**src/rtl/sglpg_pkg.sv**
```systemverilog
// shared types, constants and the 5x7 font rom of the glyph line pixel generator
// no dependencies; the other rtl files of the block refer to it by scoped names, the testbench imports it
`timescale 1ns / 1ps

package sglpg_pkg;

    // glyph geometry
    localparam int GLYPH_SCALE = 2;
    localparam int TEXT_ROWS   = 16;
    localparam int FONT_ROWS   = 7;
    localparam int FONT_COLS   = 5;
    localparam int LINE_PIXELS = FONT_COLS * GLYPH_SCALE;
    localparam int PX_W        = (LINE_PIXELS > 1) ? $clog2(LINE_PIXELS) : 1;
    localparam int REP_W       = (GLYPH_SCALE > 1) ? $clog2(GLYPH_SCALE) : 1;

    // queue between front and back
    localparam int QUEUE_DEPTH = 4;
    localparam int QPTR_W      = $clog2(QUEUE_DEPTH);

    // stream widths
    localparam int IN_TDATA_W  = 24;
    localparam int OUT_TDATA_W = 24;

    localparam logic [7:0] CHAR_SPACE = 8'h20;

    // tone codes; codes without a member show the actionable color
    typedef enum logic [2:0] {
        TONE_TITLE      = 3'd0,
        TONE_STATIC     = 3'd1,
        TONE_ACTIONABLE = 3'd2,
        TONE_EMPHASIZED = 3'd3,
        TONE_CURRENT    = 3'd4
    } t_tone;

    // configuration register indexes
    typedef enum logic [2:0] {
        CFG_COLOR_TITLE      = 3'd0,
        CFG_COLOR_STATIC     = 3'd1,
        CFG_COLOR_ACTIONABLE = 3'd2,
        CFG_COLOR_EMPHASIZED = 3'd3,
        CFG_COLOR_CURRENT    = 3'd4,
        CFG_COLOR_BACK_BODY  = 3'd5,
        CFG_COLOR_BACK_HINT  = 3'd6,
        CFG_HINT_START_ROW   = 3'd7
    } t_cfg_idx;

    // one configuration write
    typedef struct packed {
        logic        wr_en;
        t_cfg_idx    addr;
        logic [15:0] wdata;
    } t_cfg_wr;

    // one classified glyph line waiting for the serializer
    typedef struct packed {
        logic [15:0] fg;
        logic [15:0] bg;
        logic [4:0]  bits;
    } t_entry;

    // font row from scaled scanline; rows past the glyph come out as seven
    function automatic logic [2:0] font_row(input logic [3:0] line);
        logic [2:0] row;
        row = 3'd0;
        for (int k = 1; k <= FONT_ROWS; k++) begin
            if ({1'b0, line} >= 5'(k * GLYPH_SCALE)) begin
                row = 3'(k);
            end
        end
        return row;
    endfunction

    // whole glyph, top row in the highest five bits; unknown codes are blank
    function automatic logic [34:0] glyph(input logic [7:0] ch);
        logic [34:0] g;
        case (ch)
            8'h41: g = {5'h0e, 5'h11, 5'h11, 5'h1f, 5'h11, 5'h11, 5'h11};
            8'h42: g = {5'h1e, 5'h11, 5'h11, 5'h1e, 5'h11, 5'h11, 5'h1e};
            8'h43: g = {5'h0f, 5'h10, 5'h10, 5'h10, 5'h10, 5'h10, 5'h0f};
            8'h44: g = {5'h1e, 5'h11, 5'h11, 5'h11, 5'h11, 5'h11, 5'h1e};
            8'h45: g = {5'h1f, 5'h10, 5'h10, 5'h1e, 5'h10, 5'h10, 5'h1f};
            8'h46: g = {5'h1f, 5'h10, 5'h10, 5'h1e, 5'h10, 5'h10, 5'h10};
            8'h47: g = {5'h0f, 5'h10, 5'h10, 5'h17, 5'h11, 5'h11, 5'h0f};
            8'h48: g = {5'h11, 5'h11, 5'h11, 5'h1f, 5'h11, 5'h11, 5'h11};
            8'h49: g = {5'h1f, 5'h04, 5'h04, 5'h04, 5'h04, 5'h04, 5'h1f};
            8'h4a: g = {5'h07, 5'h02, 5'h02, 5'h02, 5'h12, 5'h12, 5'h0c};
            8'h4b: g = {5'h11, 5'h12, 5'h14, 5'h18, 5'h14, 5'h12, 5'h11};
            8'h4c: g = {5'h10, 5'h10, 5'h10, 5'h10, 5'h10, 5'h10, 5'h1f};
            8'h4d: g = {5'h11, 5'h1b, 5'h15, 5'h15, 5'h11, 5'h11, 5'h11};
            8'h4e: g = {5'h11, 5'h19, 5'h15, 5'h13, 5'h11, 5'h11, 5'h11};
            8'h4f: g = {5'h0e, 5'h11, 5'h11, 5'h11, 5'h11, 5'h11, 5'h0e};
            8'h50: g = {5'h1e, 5'h11, 5'h11, 5'h1e, 5'h10, 5'h10, 5'h10};
            8'h51: g = {5'h0e, 5'h11, 5'h11, 5'h11, 5'h15, 5'h12, 5'h0d};
            8'h52: g = {5'h1e, 5'h11, 5'h11, 5'h1e, 5'h14, 5'h12, 5'h11};
            8'h53: g = {5'h0f, 5'h10, 5'h10, 5'h0e, 5'h01, 5'h01, 5'h1e};
            8'h54: g = {5'h1f, 5'h04, 5'h04, 5'h04, 5'h04, 5'h04, 5'h04};
            8'h55: g = {5'h11, 5'h11, 5'h11, 5'h11, 5'h11, 5'h11, 5'h0e};
            8'h56: g = {5'h11, 5'h11, 5'h11, 5'h11, 5'h11, 5'h0a, 5'h04};
            8'h57: g = {5'h11, 5'h11, 5'h11, 5'h15, 5'h15, 5'h15, 5'h0a};
            8'h58: g = {5'h11, 5'h11, 5'h0a, 5'h04, 5'h0a, 5'h11, 5'h11};
            8'h59: g = {5'h11, 5'h11, 5'h0a, 5'h04, 5'h04, 5'h04, 5'h04};
            8'h5a: g = {5'h1f, 5'h01, 5'h02, 5'h04, 5'h08, 5'h10, 5'h1f};
            8'h30: g = {5'h0e, 5'h11, 5'h13, 5'h15, 5'h19, 5'h11, 5'h0e};
            8'h31: g = {5'h04, 5'h0c, 5'h04, 5'h04, 5'h04, 5'h04, 5'h0e};
            8'h32: g = {5'h0e, 5'h11, 5'h01, 5'h02, 5'h04, 5'h08, 5'h1f};
            8'h33: g = {5'h1e, 5'h01, 5'h01, 5'h0e, 5'h01, 5'h01, 5'h1e};
            8'h34: g = {5'h02, 5'h06, 5'h0a, 5'h12, 5'h1f, 5'h02, 5'h02};
            8'h35: g = {5'h1f, 5'h10, 5'h10, 5'h1e, 5'h01, 5'h01, 5'h1e};
            8'h36: g = {5'h0e, 5'h10, 5'h10, 5'h1e, 5'h11, 5'h11, 5'h0e};
            8'h37: g = {5'h1f, 5'h01, 5'h02, 5'h04, 5'h08, 5'h08, 5'h08};
            8'h38: g = {5'h0e, 5'h11, 5'h11, 5'h0e, 5'h11, 5'h11, 5'h0e};
            8'h39: g = {5'h0e, 5'h11, 5'h11, 5'h0f, 5'h01, 5'h01, 5'h0e};
            8'h2d: g = {5'h00, 5'h00, 5'h00, 5'h1f, 5'h00, 5'h00, 5'h00};
            8'h3a: g = {5'h00, 5'h00, 5'h04, 5'h00, 5'h00, 5'h04, 5'h00};
            8'h2e: g = {5'h00, 5'h00, 5'h00, 5'h00, 5'h00, 5'h00, 5'h04};
            8'h3d: g = {5'h00, 5'h00, 5'h1f, 5'h00, 5'h1f, 5'h00, 5'h00};
            8'h2f: g = {5'h10, 5'h08, 5'h04, 5'h02, 5'h01, 5'h00, 5'h00};
            8'h5c: g = {5'h01, 5'h02, 5'h04, 5'h08, 5'h10, 5'h00, 5'h00};
            8'h3e: g = {5'h10, 5'h08, 5'h04, 5'h02, 5'h04, 5'h08, 5'h10};
            8'h3c: g = {5'h01, 5'h02, 5'h04, 5'h08, 5'h04, 5'h02, 5'h01};
            8'h3f: g = {5'h0e, 5'h11, 5'h01, 5'h02, 5'h04, 5'h00, 5'h04};
            8'h21: g = {5'h04, 5'h04, 5'h04, 5'h04, 5'h04, 5'h00, 5'h04};
            default: g = '0;
        endcase
        return g;
    endfunction

    // five font bits of one row, leftmost column in bit four
    function automatic logic [4:0] font_bits(input logic [7:0] ch, input logic [2:0] row);
        logic [34:0] g;
        logic [4:0]  b;
        g = glyph(ch);
        b = 5'd0;
        for (int r = 0; r < FONT_ROWS; r++) begin
            if (row == 3'(r)) begin
                b = g[(FONT_ROWS - 1 - r) * FONT_COLS +: FONT_COLS];
            end
        end
        return b;
    endfunction

endpackage

```
**src/rtl/sglpg_front.sv**
```systemverilog
// front part: configuration registers, input beat acceptance, font lookup and color choice
// depends on sglpg_pkg; feeds classified lines to sglpg_queue
`timescale 1ns / 1ps

module sglpg_front (
    input  logic                              i_clk,
    input  logic                              i_rst_n,
    input  sglpg_pkg::t_cfg_wr                i_cfg,
    input  logic                              i_s_axis_tvalid,
    output logic                              o_s_axis_tready,
    input  logic [sglpg_pkg::IN_TDATA_W-1:0]  i_s_axis_tdata,
    input  logic                              i_queue_full,
    output logic                              o_push,
    output sglpg_pkg::t_entry                 o_entry
);

    logic [15:0] r_color_title;
    logic [15:0] r_color_static;
    logic [15:0] r_color_actionable;
    logic [15:0] r_color_emphasized;
    logic [15:0] r_color_current;
    logic [15:0] r_color_back_body;
    logic [15:0] r_color_back_hint;
    logic [4:0]  r_hint_start_row;

    logic [7:0]  char_code;
    logic [2:0]  tone_code;
    logic [3:0]  text_row;
    logic [3:0]  glyph_line;
    logic        hint_row;

    // configuration registers
    always_ff @(posedge i_clk) begin
        if (!i_rst_n) begin
            r_color_title      <= 16'hF81F;
            r_color_static     <= 16'hFFFC;
            r_color_actionable <= 16'hC618;
            r_color_emphasized <= 16'hFFFF;
            r_color_current    <= 16'h07FF;
            r_color_back_body  <= 16'h0000;
            r_color_back_hint  <= 16'h8010;
            r_hint_start_row   <= 5'd16;
        end else if (i_cfg.wr_en) begin
            case (i_cfg.addr)
                sglpg_pkg::CFG_COLOR_TITLE:      r_color_title      <= i_cfg.wdata;
                sglpg_pkg::CFG_COLOR_STATIC:     r_color_static     <= i_cfg.wdata;
                sglpg_pkg::CFG_COLOR_ACTIONABLE: r_color_actionable <= i_cfg.wdata;
                sglpg_pkg::CFG_COLOR_EMPHASIZED: r_color_emphasized <= i_cfg.wdata;
                sglpg_pkg::CFG_COLOR_CURRENT:    r_color_current    <= i_cfg.wdata;
                sglpg_pkg::CFG_COLOR_BACK_BODY:  r_color_back_body  <= i_cfg.wdata;
                sglpg_pkg::CFG_COLOR_BACK_HINT:  r_color_back_hint  <= i_cfg.wdata;
                sglpg_pkg::CFG_HINT_START_ROW:   r_hint_start_row   <= i_cfg.wdata[4:0];
                default: ;
            endcase
        end
    end

    // unpack the input beat
    assign char_code  = i_s_axis_tdata[7:0];
    assign tone_code  = i_s_axis_tdata[10:8];
    assign text_row   = i_s_axis_tdata[14:11];
    assign glyph_line = i_s_axis_tdata[18:15];

    // accept whenever the queue has room; a space leaves nothing behind
    assign o_s_axis_tready = !i_queue_full;
    assign o_push = i_s_axis_tvalid && !i_queue_full && (char_code != sglpg_pkg::CHAR_SPACE);

    // hint start is saturated at the row count
    assign hint_row = ({1'b0, text_row} >= r_hint_start_row) ||
                      (int'(text_row) >= sglpg_pkg::TEXT_ROWS);

    // foreground by tone, background by row
    always_comb begin
        case (sglpg_pkg::t_tone'(tone_code))
            sglpg_pkg::TONE_TITLE:      o_entry.fg = r_color_title;
            sglpg_pkg::TONE_STATIC:     o_entry.fg = r_color_static;
            sglpg_pkg::TONE_EMPHASIZED: o_entry.fg = r_color_emphasized;
            sglpg_pkg::TONE_CURRENT:    o_entry.fg = r_color_current;
            default:                    o_entry.fg = r_color_actionable;
        endcase
        o_entry.bg   = hint_row ? r_color_back_hint : r_color_back_body;
        o_entry.bits = sglpg_pkg::font_bits(char_code, sglpg_pkg::font_row(glyph_line));
    end

endmodule

```
**src/rtl/sglpg_queue.sv**
```systemverilog
// short first-in first-out queue of classified glyph lines between front and back
// depends on sglpg_pkg for the entry type and depth
`timescale 1ns / 1ps

module sglpg_queue (
    input  logic              i_clk,
    input  logic              i_rst_n,
    input  logic              i_push,
    input  sglpg_pkg::t_entry i_entry,
    output logic              o_full,
    input  logic              i_pop,
    output sglpg_pkg::t_entry o_entry,
    output logic              o_empty
);

    sglpg_pkg::t_entry                r_mem [sglpg_pkg::QUEUE_DEPTH];
    logic [sglpg_pkg::QPTR_W-1:0]     r_wr_ptr;
    logic [sglpg_pkg::QPTR_W-1:0]     r_rd_ptr;
    logic [sglpg_pkg::QPTR_W:0]       r_count;
    logic                             do_push;
    logic                             do_pop;

    assign o_full  = (r_count == (sglpg_pkg::QPTR_W + 1)'(sglpg_pkg::QUEUE_DEPTH));
    assign o_empty = (r_count == '0);
    assign do_push = i_push && !o_full;
    assign do_pop  = i_pop && !o_empty;
    assign o_entry = r_mem[r_rd_ptr];

    // pointers and fill level
    always_ff @(posedge i_clk) begin
        if (!i_rst_n) begin
            r_wr_ptr <= '0;
            r_rd_ptr <= '0;
            r_count  <= '0;
        end else begin
            if (do_push) begin
                r_wr_ptr <= r_wr_ptr + 1'b1;
            end
            if (do_pop) begin
                r_rd_ptr <= r_rd_ptr + 1'b1;
            end
            case ({do_push, do_pop})
                2'b10:   r_count <= r_count + 1'b1;
                2'b01:   r_count <= r_count - 1'b1;
                default: r_count <= r_count;
            endcase
        end
    end

    // storage
    always_ff @(posedge i_clk) begin
        if (do_push) begin
            r_mem[r_wr_ptr] <= i_entry;
        end
    end

endmodule

```
**src/rtl/sglpg_back.sv**
```systemverilog
// back part: serializes one glyph line into pixel beats through an output register
// depends on sglpg_pkg; takes entries from sglpg_queue
`timescale 1ns / 1ps

module sglpg_back (
    input  logic                              i_clk,
    input  logic                              i_rst_n,
    input  sglpg_pkg::t_entry                 i_entry,
    input  logic                              i_empty,
    output logic                              o_pop,
    output logic                              o_m_axis_tvalid,
    input  logic                              i_m_axis_tready,
    output logic [sglpg_pkg::OUT_TDATA_W-1:0] o_m_axis_tdata,
    output logic                              o_m_axis_tlast
);

    logic                            r_busy;
    logic [15:0]                     r_fg;
    logic [15:0]                     r_bg;
    logic [4:0]                      r_bits;
    logic [sglpg_pkg::PX_W-1:0]      r_px;
    logic [sglpg_pkg::REP_W-1:0]     r_rep;

    logic                            r_out_valid;
    logic [15:0]                     r_out_color;
    logic [3:0]                      r_out_index;
    logic                            r_out_last;

    logic                            advance;
    logic                            line_end;
    logic                            load;

    // output register moves when empty or taken
    assign advance  = !r_out_valid || i_m_axis_tready;
    assign line_end = r_busy && (r_px == sglpg_pkg::PX_W'(sglpg_pkg::LINE_PIXELS - 1));
    // next line is picked up as the last pixel leaves, so lines run without gaps
    assign load     = !i_empty && (!r_busy || (advance && line_end));
    assign o_pop    = load;

    // pixel counters and current line
    always_ff @(posedge i_clk) begin
        if (!i_rst_n) begin
            r_busy <= 1'b0;
        end else begin
            if (advance && r_busy) begin
                if (line_end) begin
                    r_busy <= 1'b0;
                end else begin
                    r_px <= r_px + 1'b1;
                    if (r_rep == sglpg_pkg::REP_W'(sglpg_pkg::GLYPH_SCALE - 1)) begin
                        r_rep  <= '0;
                        r_bits <= {r_bits[3:0], 1'b0};
                    end else begin
                        r_rep <= r_rep + 1'b1;
                    end
                end
            end
            if (load) begin
                r_busy <= 1'b1;
                r_fg   <= i_entry.fg;
                r_bg   <= i_entry.bg;
                r_bits <= i_entry.bits;
                r_px   <= '0;
                r_rep  <= '0;
            end
        end
    end

    // output beat register
    always_ff @(posedge i_clk) begin
        if (!i_rst_n) begin
            r_out_valid <= 1'b0;
        end else if (advance) begin
            r_out_valid <= r_busy;
            if (r_busy) begin
                r_out_color <= r_bits[4] ? r_fg : r_bg;
                r_out_index <= 4'(r_px);
                r_out_last  <= line_end;
            end
        end
    end

    assign o_m_axis_tvalid = r_out_valid;
    assign o_m_axis_tdata  = {4'd0, r_out_index, r_out_color};
    assign o_m_axis_tlast  = r_out_last;

endmodule

```
**src/rtl/scaled_glyph_line_pixel_generator_core.sv**
```systemverilog
// top level of the scaled glyph line pixel generator: front, queue and back
// depends on sglpg_pkg, sglpg_front, sglpg_queue and sglpg_back
`timescale 1ns / 1ps

// Each input beat names a character, its tone, its text row and one scanline of the
// glyph scaled by GLYPH_SCALE; the block emits 5*GLYPH_SCALE RGB565 pixel beats, left
// first, with tlast on the final one, and a space emits nothing. The back part puts out
// one pixel per cycle while the receiver takes them; consecutive lines follow without a
// gap. The front takes a new beat every cycle while the four-entry queue has room, so
// input beats keep flowing while pixels of earlier lines are still waiting downstream,
// and a space is accepted but takes no queue entry. An accepted beat passes the queue,
// the line registers and the output register of the back part before its first pixel
// leaves. Colors and the hint start row are to be written on the configuration port while
// the block is idle, which it does not enforce; there is no clearing pass after reset.

module scaled_glyph_line_pixel_generator_core (
    input  logic        i_clk,
    input  logic        i_rst_n,
    // configuration write port
    input  logic        i_cfg_wr_en,
    input  logic [2:0]  i_cfg_addr,
    input  logic [15:0] i_cfg_wdata,
    // input stream
    input  logic        i_s_axis_tvalid,
    output logic        o_s_axis_tready,
    // char_code[7:0], tone_code[10:8], text_row[14:11], glyph_line[18:15], zero[23:19]
    input  logic [23:0] i_s_axis_tdata,
    // pixel stream
    output logic        o_m_axis_tvalid,
    input  logic        i_m_axis_tready,
    // pixel_color[15:0], pixel_index[19:16], zero[23:20]
    output logic [23:0] o_m_axis_tdata,
    // last_pixel
    output logic        o_m_axis_tlast
);

    sglpg_pkg::t_cfg_wr cfg;
    sglpg_pkg::t_entry  front_entry;
    sglpg_pkg::t_entry  queue_entry;
    logic               push;
    logic               pop;
    logic               queue_full;
    logic               queue_empty;

    assign cfg.wr_en = i_cfg_wr_en;
    assign cfg.addr  = sglpg_pkg::t_cfg_idx'(i_cfg_addr);
    assign cfg.wdata = i_cfg_wdata;

    // accept and classify
    sglpg_front u_front (
        .i_clk           (i_clk),
        .i_rst_n         (i_rst_n),
        .i_cfg           (cfg),
        .i_s_axis_tvalid (i_s_axis_tvalid),
        .o_s_axis_tready (o_s_axis_tready),
        .i_s_axis_tdata  (i_s_axis_tdata),
        .i_queue_full    (queue_full),
        .o_push          (push),
        .o_entry         (front_entry)
    );

    // decoupling queue
    sglpg_queue u_queue (
        .i_clk   (i_clk),
        .i_rst_n (i_rst_n),
        .i_push  (push),
        .i_entry (front_entry),
        .o_full  (queue_full),
        .i_pop   (pop),
        .o_entry (queue_entry),
        .o_empty (queue_empty)
    );

    // pixel serializer
    sglpg_back u_back (
        .i_clk           (i_clk),
        .i_rst_n         (i_rst_n),
        .i_entry         (queue_entry),
        .i_empty         (queue_empty),
        .o_pop           (pop),
        .o_m_axis_tvalid (o_m_axis_tvalid),
        .i_m_axis_tready (i_m_axis_tready),
        .o_m_axis_tdata  (o_m_axis_tdata),
        .o_m_axis_tlast  (o_m_axis_tlast)
    );

    // tlast marks exactly the final pixel position
    a_last_index : assert property (@(posedge i_clk) disable iff (!i_rst_n)
        o_m_axis_tvalid |-> (o_m_axis_tlast ==
            (o_m_axis_tdata[19:16] == 4'(sglpg_pkg::LINE_PIXELS - 1))))
        else $error("tlast does not match pixel index");

    // within a line the next pixel beat follows at once with the next index
    a_index_step : assert property (@(posedge i_clk) disable iff (!i_rst_n)
        (o_m_axis_tvalid && i_m_axis_tready && !o_m_axis_tlast) |=>
            (o_m_axis_tvalid && (o_m_axis_tdata[19:16] == $past(o_m_axis_tdata[19:16]) + 4'd1)))
        else $error("pixel beats of a line are not contiguous");

    // a line starts at pixel zero
    a_line_start : assert property (@(posedge i_clk) disable iff (!i_rst_n)
        (o_m_axis_tvalid && i_m_axis_tready && o_m_axis_tlast) |=>
            (!o_m_axis_tvalid || (o_m_axis_tdata[19:16] == 4'd0)))
        else $error("new line does not start at pixel zero");

    // the queue is never both full and empty, and no pop from an empty queue
    a_queue_sane : assert property (@(posedge i_clk) disable iff (!i_rst_n)
        !(queue_full && queue_empty) && !(pop && queue_empty))
        else $error("queue state inconsistent");

endmodule

```
**config.mk**
```make
export PLATFORM = sky130hd
export DESIGN_NAME = scaled_glyph_line_pixel_generator_core
export DESIGN_NICKNAME = d
export VERILOG_FILES = /design/src/rtl/sglpg_pkg.sv /design/src/rtl/sglpg_front.sv /design/src/rtl/sglpg_queue.sv /design/src/rtl/sglpg_back.sv /design/src/rtl/scaled_glyph_line_pixel_generator_core.sv
export SDC_FILE = /design/constraint.sdc
export NUM_CORES = 1
export LEC_CHECK = 0
export ABC_AREA = 1
export BUFFER_PORTS_ARGS = -buffer_cell sky130_fd_sc_hd__buf_2
export CAP_MARGIN = 20
export CORE_AREA = 4 4 176 178
export CTS_BUF_LIST = sky130_fd_sc_hd__clkbuf_16
export DETAILED_ROUTE_END_ITERATION = 7
export DIE_AREA = 0 0 180 182
export GPL_TIMING_DRIVEN = 0
export PLACE_DENSITY = 0.69
export SLEW_MARGIN = 20
export SYNTH_ARGS = -nofsm -noshare
export SYNTH_HDL_FRONTEND = slang
export SYNTH_MEMORY_MAX_BITS = 65536
export SYNTH_SLANG_ARGS = --single-unit
export TNS_END_PERCENT = 100
```
**constraint.sdc**
```tcl
create_clock -name i_clk -period 5.8 [get_ports i_clk]
set_clock_uncertainty 0.05 [all_clocks]
set_input_delay 0.29 -clock i_clk [delete_from_list [all_inputs] [get_ports i_clk]]
set_output_delay 0.29 -clock i_clk [all_outputs]
set_load 0.1 [all_outputs]
```
==> results.cfg, run 1 <==
[worst_setup_path]
crit_type = reg -> reg
slowest_delay_ns = 0.44
end_kind = flip-flop
crit_family = adder cells
path_buf_inv = 3
cp-start-kind = flip-flop
cp_max_fo = 10
cp.required_ns = 6.14
critPathArrivalTime_ns = 3.16
cpMaxStageDelayCell = edfxtp_1
crit_top_cell = a21oi_1
crit_chain = inv_1 -> ha_1 -> nand2_1 -> nor3_2 -> a21oi_1 -> nor2_1 -> buf_2 -> ha_1 -> inv_1 -> fa_1 -> a21oi_1 -> o21ai_0 -> o21ai_0 -> a21oi_1

[synthesis]
yosysTopAreaCellShare_pct = 41.71
yosys_warnings = 0
ys_seq_elements = 339
muxShareOfSynthArea_pct = 1.186
synth_compound_area_share_pct = 14.25
synth_area_per_cell_sq_um = 9.332
synth.area.top_cells = edfxtp_1 42%, dfxtp_1 17%, nand2_1 6.8%
async_flop_share_pct = 0
yosys.area_share.adder_pct = 1.861
mappedNetlistArea_sq_um = 15190
synth-edff-count = 211
synthDistinctLibCells = 44
yosysTopAreaCell = edfxtp_1
synthFlopType = edfxtp_1
synth_most_common_cell = nand2_1
syn_inst = 1628
ys_seq_area_share_pct = 58.57
synthSimpleGateAreaFrac_pct = 18.09
synthXorXnorAreaFrac_pct = 0.1153
yosys-top-cells-count = 275 x nand2_1, 229 x nor2_1, 211 x edfxtp_1
synth_top_family_by_area = simple AND/OR/NAND/NOR gates

[timing]
worstMarginPinSlew_ns = 1.042
setup_viol = 0
slew-limit-headroom_pct = 29.90
fin_setup_tns_ns = 0
hold_viol = 0
hold_slack_ns = 0.03684
finalCriticalPeriod_ns = 2.820
clock.fmax_ghz = 0.3546
rsz0062_at_grt = no
period_share_pct = 48.63
drv_slew = 0

[clock_tree]
clock_sinks = 339
clk_pin_slew_ns = 0.06
cts_setup_buffers = 0
holdBufCountCts = 0
ctsResizeCount = 0
clockRootBuffer = clkbuf_16
clock_path_buffers = 3
cts_tree = done
cts_max_level = 2
clkLatencyLatePin_ns = 0.51
cts_buffers = 35

[flow_run]
max_cap_violations = 0

[global_route]
grt_pass1_vias = 11680
grt_max_degree = 25
grt_antenna_before_repair = 0
grt_usage_pct = 25.43
overflow = 0
grt_pass1_wl_um = 66450

[route]
vias = 12200
dr.first_iter.drc_count = 1095
routedWlPerCell_um = 19.83
routed_wl_um = 42530
via_per_inst = 5.686
drtAntennaViolNets = 0
drcViolationCount = 0
drt_pre_antenna_iters = 6

[power_and_ir_drop]
power.leakage_nw = 6.773
clkPwrFrac_pct = 30.3
swShare_pct = 32.26
internal_power_w = 0.004665
power_frac_comb_pct = 24.6
ir_worst_vdd_uv = 188.0
p_sw_w = 0.002222
powerDensity_nw_per_um2 = 400.5
seqPwrFrac_pct = 45.2

[floorplan]
start_util_pct = 51.67
die_w_um = 180
io_pins = 75
die_height_um = 182
rows = 63
core_sq_um = 29400
die-area_sq_um = 32760

[worst_hold_path]
hold_path.class = in -> reg

[status]
status = complete, no violations

[place]
dp_hpwl_um = 30840
port_buffers = 54
globalplace.congestion = 1.027
dpl_cell_area_sq_um = 16120

[finish]
layout-drive-gt1-share_pct = 11.28
post-route-cell-area_sq_um = 17200
nets = 1798
n_antenna_cell = 0
fillers = 2603
area_growth_pct = 13.19
## layer usage
metal  wire [um]  GRT usage [%]  vias up
met5           0              0        -
met4         813          6.279        0
met3        3502          4.367       69
met2       19560          40.90      533
met1       18650          36.26     5749
li1            -              -     5845
## final cells by class
cell class                      count  area, sq um  area share (%)
Buffer                             98        476.7           2.772
Tap cell                          390        488.0           2.838
Multi-Input combinational cell   1082         5448           31.68
Sequential cell                   339         8899           51.75
Clock inverter                     27        150.1          0.8731
Timing Repair Buffer               60        389.1           2.263
Clock buffer                       37        925.9           5.384
Inverter                          112        420.4           2.445
## logic make-up (layout without fill, tap and decap cells)
group | after synthesis | count (layout)
simple gates | 661 | 661
compound gates | 377 | 377
flops | 339 | 339
buf+inv | 210 | 334
fa+ha+maj | 22 | 22
mux | 16 | 16
xor+xnor | 2 | 2
other cells | 1 | 4
## worst min-delay path: stages
cell     delay (ns)
buf_2          0.08
nor2_1         0.05
inv_1          0.06
o21ai_0        0.07
## final timing paths
| kind | startpoint | endpoint | slack [ns] | depth (start not counted) |
|---|---|---|---|---|
| worst min register to register | u_front.r_color_back_body[14] | u_front.r_color_back_body[14] | 0.40 | 2 |
| worst max-delay path | u_back.r_px[1] | u_queue.r_count[2] | 2.98 | 14 |
| worst max register to register | u_back.r_px[1] | u_queue.r_count[2] | 2.98 | 14 |
| worst min-delay path | i_m_axis_tready | u_back.o_m_axis_tvalid | 0.04 | 4 |
## flip-flops by register name (all words and copies together) (netlist names), 2 cells and up, named ones only
register                    flops
u_front.r_color_title          16
u_back.r_bg                    16
u_front.r_color_current        16
u_queue.r_wr_ptr                2
u_back.r_fg                    16
u_back.r_bits                   5
u_back.r_out_index              4
u_queue.r_count                 3
u_front.r_hint_start_row        5
u_queue.r_mem                 148
u_back.r_out_color             16
u_back.r_px                     4
u_front.r_color_emphasized     16
u_front.r_color_back_hint      16
u_queue.r_rd_ptr                2
u_front.r_color_static         16
u_front.r_color_back_body      16
u_front.r_color_actionable     16
## placed cells by master, fill, tap and decap left out, types with 10 or more instances in the layout
cell       count
a221oi_1      16
a21oi_1       60
buf_2         75
ha_1          21
o22ai_1       34
nand2_1      275
edfxtp_1     211
mux2_2        16
inv_2         13
o211ai_1      29
o21ai_1       12
nand3_1      119
clkbuf_1      62
nor2_1       223
inv_1        108
nand4_1       10
clkbuf_16     37
o21ai_0      198
clkinv_1      11
nor3_1        10
dfxtp_1      128
## power by group through the flow
stage,Combinational [W],Sequential (W),Clock [W]
3_5_place_dp,0.00168,0.00316,0
5_1_grt,0.00186,0.00314,0.00223
2_1_floorplan,0.000937,0.00336,0
4_1_cts,0.00169,0.00311,0.00211
6_report,0.00169,0.00311,0.00208
3_3_place_gp,0.00162,0.00317,0
## per-stage QoR
| stage | power (W) | setup slack, ns | util (%) | std cells |
|---|---|---|---|---|
| floorplan | 0.004295 | 2.169 | - | 1631 |
| global placement | 0.004788 | 1.001 | 54.29 | 2075 |
| detailed placement | 0.004842 | 2.522 | 54.83 | 2081 |
| CTS | 0.006915 | 2.955 | 58.49 | 2145 |
| global route | 0.007223 | 2.565 | 58.49 | 2145 |
| finish | 0.006887 | 2.980 | 58.49 | 2145 |
(Power assumes the default switching activity.)
==> run 2: changes to the inputs <==
--- a/config.mk
+++ b/config.mk
@@ -13,7 +13,7 @@
 export DETAILED_ROUTE_END_ITERATION = 7
 export DIE_AREA = 0 0 180 182
 export GPL_TIMING_DRIVEN = 0
-export PLACE_DENSITY = 0.69
+export PLACE_DENSITY = 0.72
 export SLEW_MARGIN = 20
 export SYNTH_ARGS = -nofsm -noshare
 export SYNTH_HDL_FRONTEND = slang
==> constraint.sdc (replaced) <==
create_clock -name i_clk -period 2.3 [get_ports i_clk]
set_clock_uncertainty 0.05 [all_clocks]
set_input_delay 0.115 -clock i_clk [delete_from_list [all_inputs] [get_ports i_clk]]
set_output_delay 0.115 -clock i_clk [all_outputs]
set_load 0.1 [all_outputs]
==> run 2 against run 1 <==
Against the previous run:
- global-route usage increased by 0.58 points
- clock-buffer cell count fell by 2
- sequential share of layout area fell by 1.1 points
- largest cell class unchanged
- highest routed layer unchanged
==> results.cfg, run 2 (synthesized netlist as in run 1, its figures left out) <==
[place]
dp.cells = 2080
globalplace.congestion = 0.9569
port_buffers = 54
dp_hpwl_um = 31230

[timing]
clock.fmax_ghz = 0.4444
worstMarginPinSlew_ns = 1.008
finalCriticalPeriod_ns = 2.250
rsz0062_at_grt = yes
drv_slew = 0
setup_viol = 0
slew-limit-headroom_pct = 32.16
period_share_pct = 97.84
hold_slack_ns = 0.01947
fin_setup_tns_ns = 0
hold_viol = 0

[flow_run]
max_cap_violations = 0

[worst_setup_path]
end_kind = flip-flop
slowest_delay_ns = 0.52
cp_max_fo = 3
crit_top_cell = nor2_2
ff2ff_path_depth = 13
critPathArrivalTime_ns = 2.59
cp-start-kind = flip-flop
cpMaxStageDelayCell = fa_2
reg2reg_slack_ns = 0.05
crit_chain = inv_1 -> ha_2 -> nand2_2 -> nor3_4 -> a21oi_2 -> nor2_2 -> buf_6 -> ha_4 -> inv_4 -> fa_2 -> nor2_2 -> a21oi_1 -> nor2_1
cp.required_ns = 2.64
crit_type = reg -> reg

[floorplan]
die_w_um = 180
die-area_sq_um = 32760
rows = 63
start_util_pct = 51.67
io_pins = 75
core_sq_um = 29400
die_height_um = 182

[global_route]
grt_usage_pct = 26.01
grt_max_degree = 23
grt_pass1_wl_um = 67810
grt_antenna_before_repair = 0
grt_pass1_vias = 11880
overflow = 0

[clock_tree]
clock_sinks = 339
clockRootBuffer = clkbuf_16
clk_pin_slew_ns = 0.06
clock_path_buffers = 3
cts_buffers = 35
cts_max_level = 2
cts_tree = done
clkLatencyLatePin_ns = 0.52

[route]
via_per_inst = 5.802
drcViolationCount = 0
dr.first_iter.drc_count = 1436
routed_wl_um = 43480
routedWlPerCell_um = 20.06
drtAntennaViolNets = 0
vias = 12580
drt_pre_antenna_iters = 5

[worst_hold_path]
hold_path.class = in -> reg
hold_path_depth = 3

[finish]
final_cells = 2168
fin_util_pct = 59.79
fillers = 2479
n_antenna_cell = 0
layout-drive-gt1-share_pct = 13.22
largest_reg_flops = 148
nets = 1827
regArea_sq_um = 8902
top_register = u_queue.r_mem
multi_input_area_sq_um = 5573
area_growth_pct = 15.71
layout_commonest_cell = nand2_1
layout_common_cells = 274 x nand2_1, 221 x nor2_1, 211 x edfxtp_1

[status]
status = complete, no violations

[power_and_ir_drop]
ir_worst_vdd_uv = 513.9
powerDensity_nw_per_um2 = 1004
power.leakage_nw = 6.918
run 2: cell types whose count changed in the layout (fill, tap and decap cells not counted), sizes merged:
cell	delta
dlygate4sd3	+16
buf	+11
nor2	+1
inv	-1
clkinvlp	+1
clkinv	-4
clkbuf	-1
run 2: final timing paths:
kind	start	endpoint
setup / recovery	u_back.r_px[1]	u_queue.r_count[1]
hold / removal	i_cfg_wdata[2]	u_front.r_color_static[2]
setup reg to reg	u_back.r_px[1]	u_queue.r_count[1]
hold reg to reg	u_front.r_color_back_body[14]	u_front.r_color_back_body[14]
run 2: power breakdown:
part	total [W]	internal, W	switching, W
sequential	0.00784	0.00759	0.000253
combinational	0.00469	0.00139	0.00330
clock	0.00512	0.00288	0.00224
run 2: worst max-delay path, delay by kind of cell (launching register included):
kind | cells | cell delay (ns)
fa+ha+maj | 3 | 0.81
simple gates | 5 | 0.42
flops | 1 | 0.39
buf+inv | 3 | 0.24
compound gates | 2 | 0.21
run 2: final cells by class:
| type | count | area share (%) |
|---|---|---|
| buffer | 98 | 2.783 |
| clock buffer | 35 | 4.982 |
| clock inverter | 23 | 0.8185 |
| inverter | 112 | 2.427 |
| multi-input combinational | 1083 | 31.70 |
| sequential | 339 | 50.64 |
| tap | 390 | 2.776 |
| timing repair buffer | 88 | 3.872 |
run 2: through the flow:
stage,worst slack [ns],power [W],instance area (sq um)
CTS,-0.1158,0.01763,17510
finish,0.04960,0.01766,17580
global route,-0.05245,0.01846,17580
floorplan,0.01106,0.01090,15300
detailed placement,-0.5196,0.01231,16200
global placement,-0.4801,0.01212,16060
run 2: routing by layer:
layer,GRT usage [%],wire length [um],up-vias,share of wire [%]
met3,3.646,3247,90,7.5
met5,0,0,-,0
met2,42.26,20200,554,46
met4,7.193,1175,0,2.7
met1,36.94,18860,6034,43
li1,-,-,5900,-
run 2: repair_timing:
item | CTS | global route
hold buffers | 16 | 0
endpoints found under the setup margin | 103 | 99
endpoints found under the hold margin | 90 | 0
setup buffers | 8 | 5
resized for setup | 23 | 18
pin swaps | 7 | 4
gates cloned | 1 | 0
==> run 3: changes to the inputs <==
==> constraint.sdc (replaced) <==
create_clock -name i_clk -period 2.3 [get_ports i_clk]
set_clock_uncertainty 0.05 [all_clocks]
set_input_delay 0 -clock i_clk [delete_from_list [all_inputs] [get_ports i_clk]]
set_output_delay 0 -clock i_clk [all_outputs]
set_load 0.1 [all_outputs]
==> run 3 against run 2 <==
Against the previous run:
- the flow now finishes with violations (setup timing)
- routed wire length rose by 3.3%
- sequential power barely moved
- via count rose by 0.14%
- critical path depth did not move
- sequential share of layout area fell by 0.29 points
- core utilization rose by 0.34 points
- combinational power rose by 1%
- critical endpoint is now u_queue.r_count[2]
==> results.cfg, run 3 (synthesized netlist as in run 1, its figures left out) <==
[finish]
regArea_sq_um = 8902
fin_util_pct = 60.13
n_antenna_cell = 0
multi_input_area_sq_um = 5585
layout_commonest_cell = nand2_1
layout_common_cells = 274 x nand2_1, 219 x nor2_1, 211 x edfxtp_1
final_cells = 2178
fillers = 2476
nets = 1835
largest_reg_flops = 148
area_growth_pct = 16.37
layout-drive-gt1-share_pct = 13.37
top_register = u_queue.r_mem

[place]
globalplace.congestion = 0.9717
port_buffers = 54
post-place-ws_ns = -0.5858
dp.cells = 2082
dp_hpwl_um = 32030

[floorplan]
io_pins = 75
core_sq_um = 29400
die_height_um = 182
die-area_sq_um = 32760
rows = 63
start_util_pct = 51.67
die_w_um = 180

[worst_setup_path]
cp_max_fo = 5
cp.required_ns = 2.63
crit_type = reg -> reg
reg2reg_slack_ns = -0.01
critPathArrivalTime_ns = 2.65
crit_family = adder cells
cp-start-kind = flip-flop
cpMaxStageDelayCell = edfxtp_1
crit_chain = ha_1 -> nand2_2 -> nor3_4 -> a21oi_2 -> nor2_4 -> buf_6 -> ha_4 -> inv_2 -> fa_2 -> a21oi_1 -> o21ai_1 -> o21ai_1 -> a21oi_1
r2r_end = u_queue.r_count[2]
slowest_delay_ns = 0.43
path_buf_inv = 2
end_kind = flip-flop
crit-reg2reg-launch = u_back.r_px[0]
ff2ff_path_depth = 13

[power_and_ir_drop]
ir_worst_vdd_uv = 449.0
swShare_pct = 32.87
clkPwrFrac_pct = 28.6
power.leakage_nw = 6.978
p_sw_w = 0.005799
seqPwrFrac_pct = 44.5
powerDensity_nw_per_um2 = 997.8
internal_power_w = 0.01184
power_frac_comb_pct = 26.9

[route]
routedWlPerCell_um = 20.63
detailroute.wirelength.met3_um = 3234
vias = 12600
via_per_inst = 5.783
highest_layer = met4
dr.first_iter.drc_count = 1415
drt_pre_antenna_iters = 5
routed_wl_um = 44940
met2_length_um = 21070
drtAntennaViolNets = 0
drcViolationCount = 0
wl_met1_um = 19380

[clock_tree]
cts_tree = done
cts_max_level = 2
clk_pin_slew_ns = 0.06
clkLatencyLatePin_ns = 0.51
cts_buffers = 34
clock_path_buffers = 3
clockRootBuffer = clkbuf_16
clock_sinks = 339

[timing]
worstMarginPinSlew_ns = 1.007
hold_viol = 0
fin_ws_ns = -0.01401
rsz0062_at_grt = yes
clock.fmax_ghz = 0.4322
slew-limit-headroom_pct = 32.25
drv_slew = 0
setup_viol = 1
fin_setup_tns_ns = -0.01401
finalCriticalPeriod_ns = 2.314
period_share_pct = 100.6

[global_route]
overflow = 0
grt_usage_pct = 26.62
grt_max_degree = 23
grt_antenna_before_repair = 0
grt_pass1_wl_um = 69620
grt_pass1_vias = 12160

[status]
status = complete, but fails checks
violations = setup timing

[worst_hold_path]
hold_path_depth = 3
hp-start = i_rst_n
hold_end = u_back.o_m_axis_tvalid
hold_path.class = in -> reg

[flow_run]
max_cap_violations = 0
run 3: power by group through the flow:
| stage | registers [W] | clock network, W | logic [W] |
|---|---|---|---|
| 6_report | 0.00786 | 0.00504 | 0.00474 |
| 5_1_grt | 0.00793 | 0.00537 | 0.00511 |
| 4_1_cts | 0.00786 | 0.00513 | 0.00453 |
| 3_5_place_dp | 0.00799 | 0 | 0.00432 |
| 3_3_place_gp | 0.00796 | 0 | 0.00415 |
| 2_1_floorplan | 0.00845 | 0 | 0.00244 |
run 3: worst max-delay path by stage:
stage	cells past startpoint	to	startpoint	slack (ns)
after floorplan	14	u_queue.r_count[2]	u_back.r_px[1]	-0.002
after global placement	12	u_queue.r_count[2]	i_s_axis_tdata[1]	-0.55
after detailed placement	12	u_queue.r_count[2]	i_s_axis_tdata[1]	-0.59
after CTS	7	u_queue.r_mem[1][6]	u_front.r_hint_start_row[0]	0.004
after global routing	14	u_queue.r_count[2]	u_back.r_px[1]	-0.14
final	13	u_queue.r_count[2]	u_back.r_px[0]	-0.01
run 3: area by class of cell:
cell class | instances | area share [%]
Clock buffer | 35 | 4.954
Sequential cell | 339 | 50.35
Timing Repair Buffer | 97 | 4.473
Multi-Input combinational cell | 1083 | 31.59
Buffer | 98 | 2.753
Clock inverter | 24 | 0.7148
Inverter | 112 | 2.399
Tap cell | 390 | 2.760
run 3: routing by layer:
metal / GRT usage (%) / vias up
met5: 0 / -
met2: 43.83 / 497
met4: 7.802 / 0
li1: - / 5913
met3: 4.688 / 86
met1: 36.49 / 6100
run 3: what timing repair did:
item	4_1_cts	5_1_grt
endpoints found under the hold margin	118	0
pin swaps	3	4
gates cloned	1	0
hold buffers	24	0
buffers inserted	5	7
resized for setup	24	23
setup endpoints to repair	108	107
run 3: tightest hold or removal path: stages:
cell and delay, ns:
clkbuf_1 0.24, nand2_1 0.21, o21ai_0 0.09
run 3: through the flow:
| step | area [sq um] | power (W) | hold WS (ns) |
|---|---|---|---|
| after global placement | 16040 | 0.01211 | 0.2718 |
| after detailed placement | 16210 | 0.01231 | 0.2956 |
| after global routing | 17680 | 0.01840 | 0.1149 |
| final | 17680 | 0.01764 | 0.01798 |
| after floorplan | 15280 | 0.01090 | 0.07612 |
| after CTS | 17530 | 0.01753 | 0.04888 |
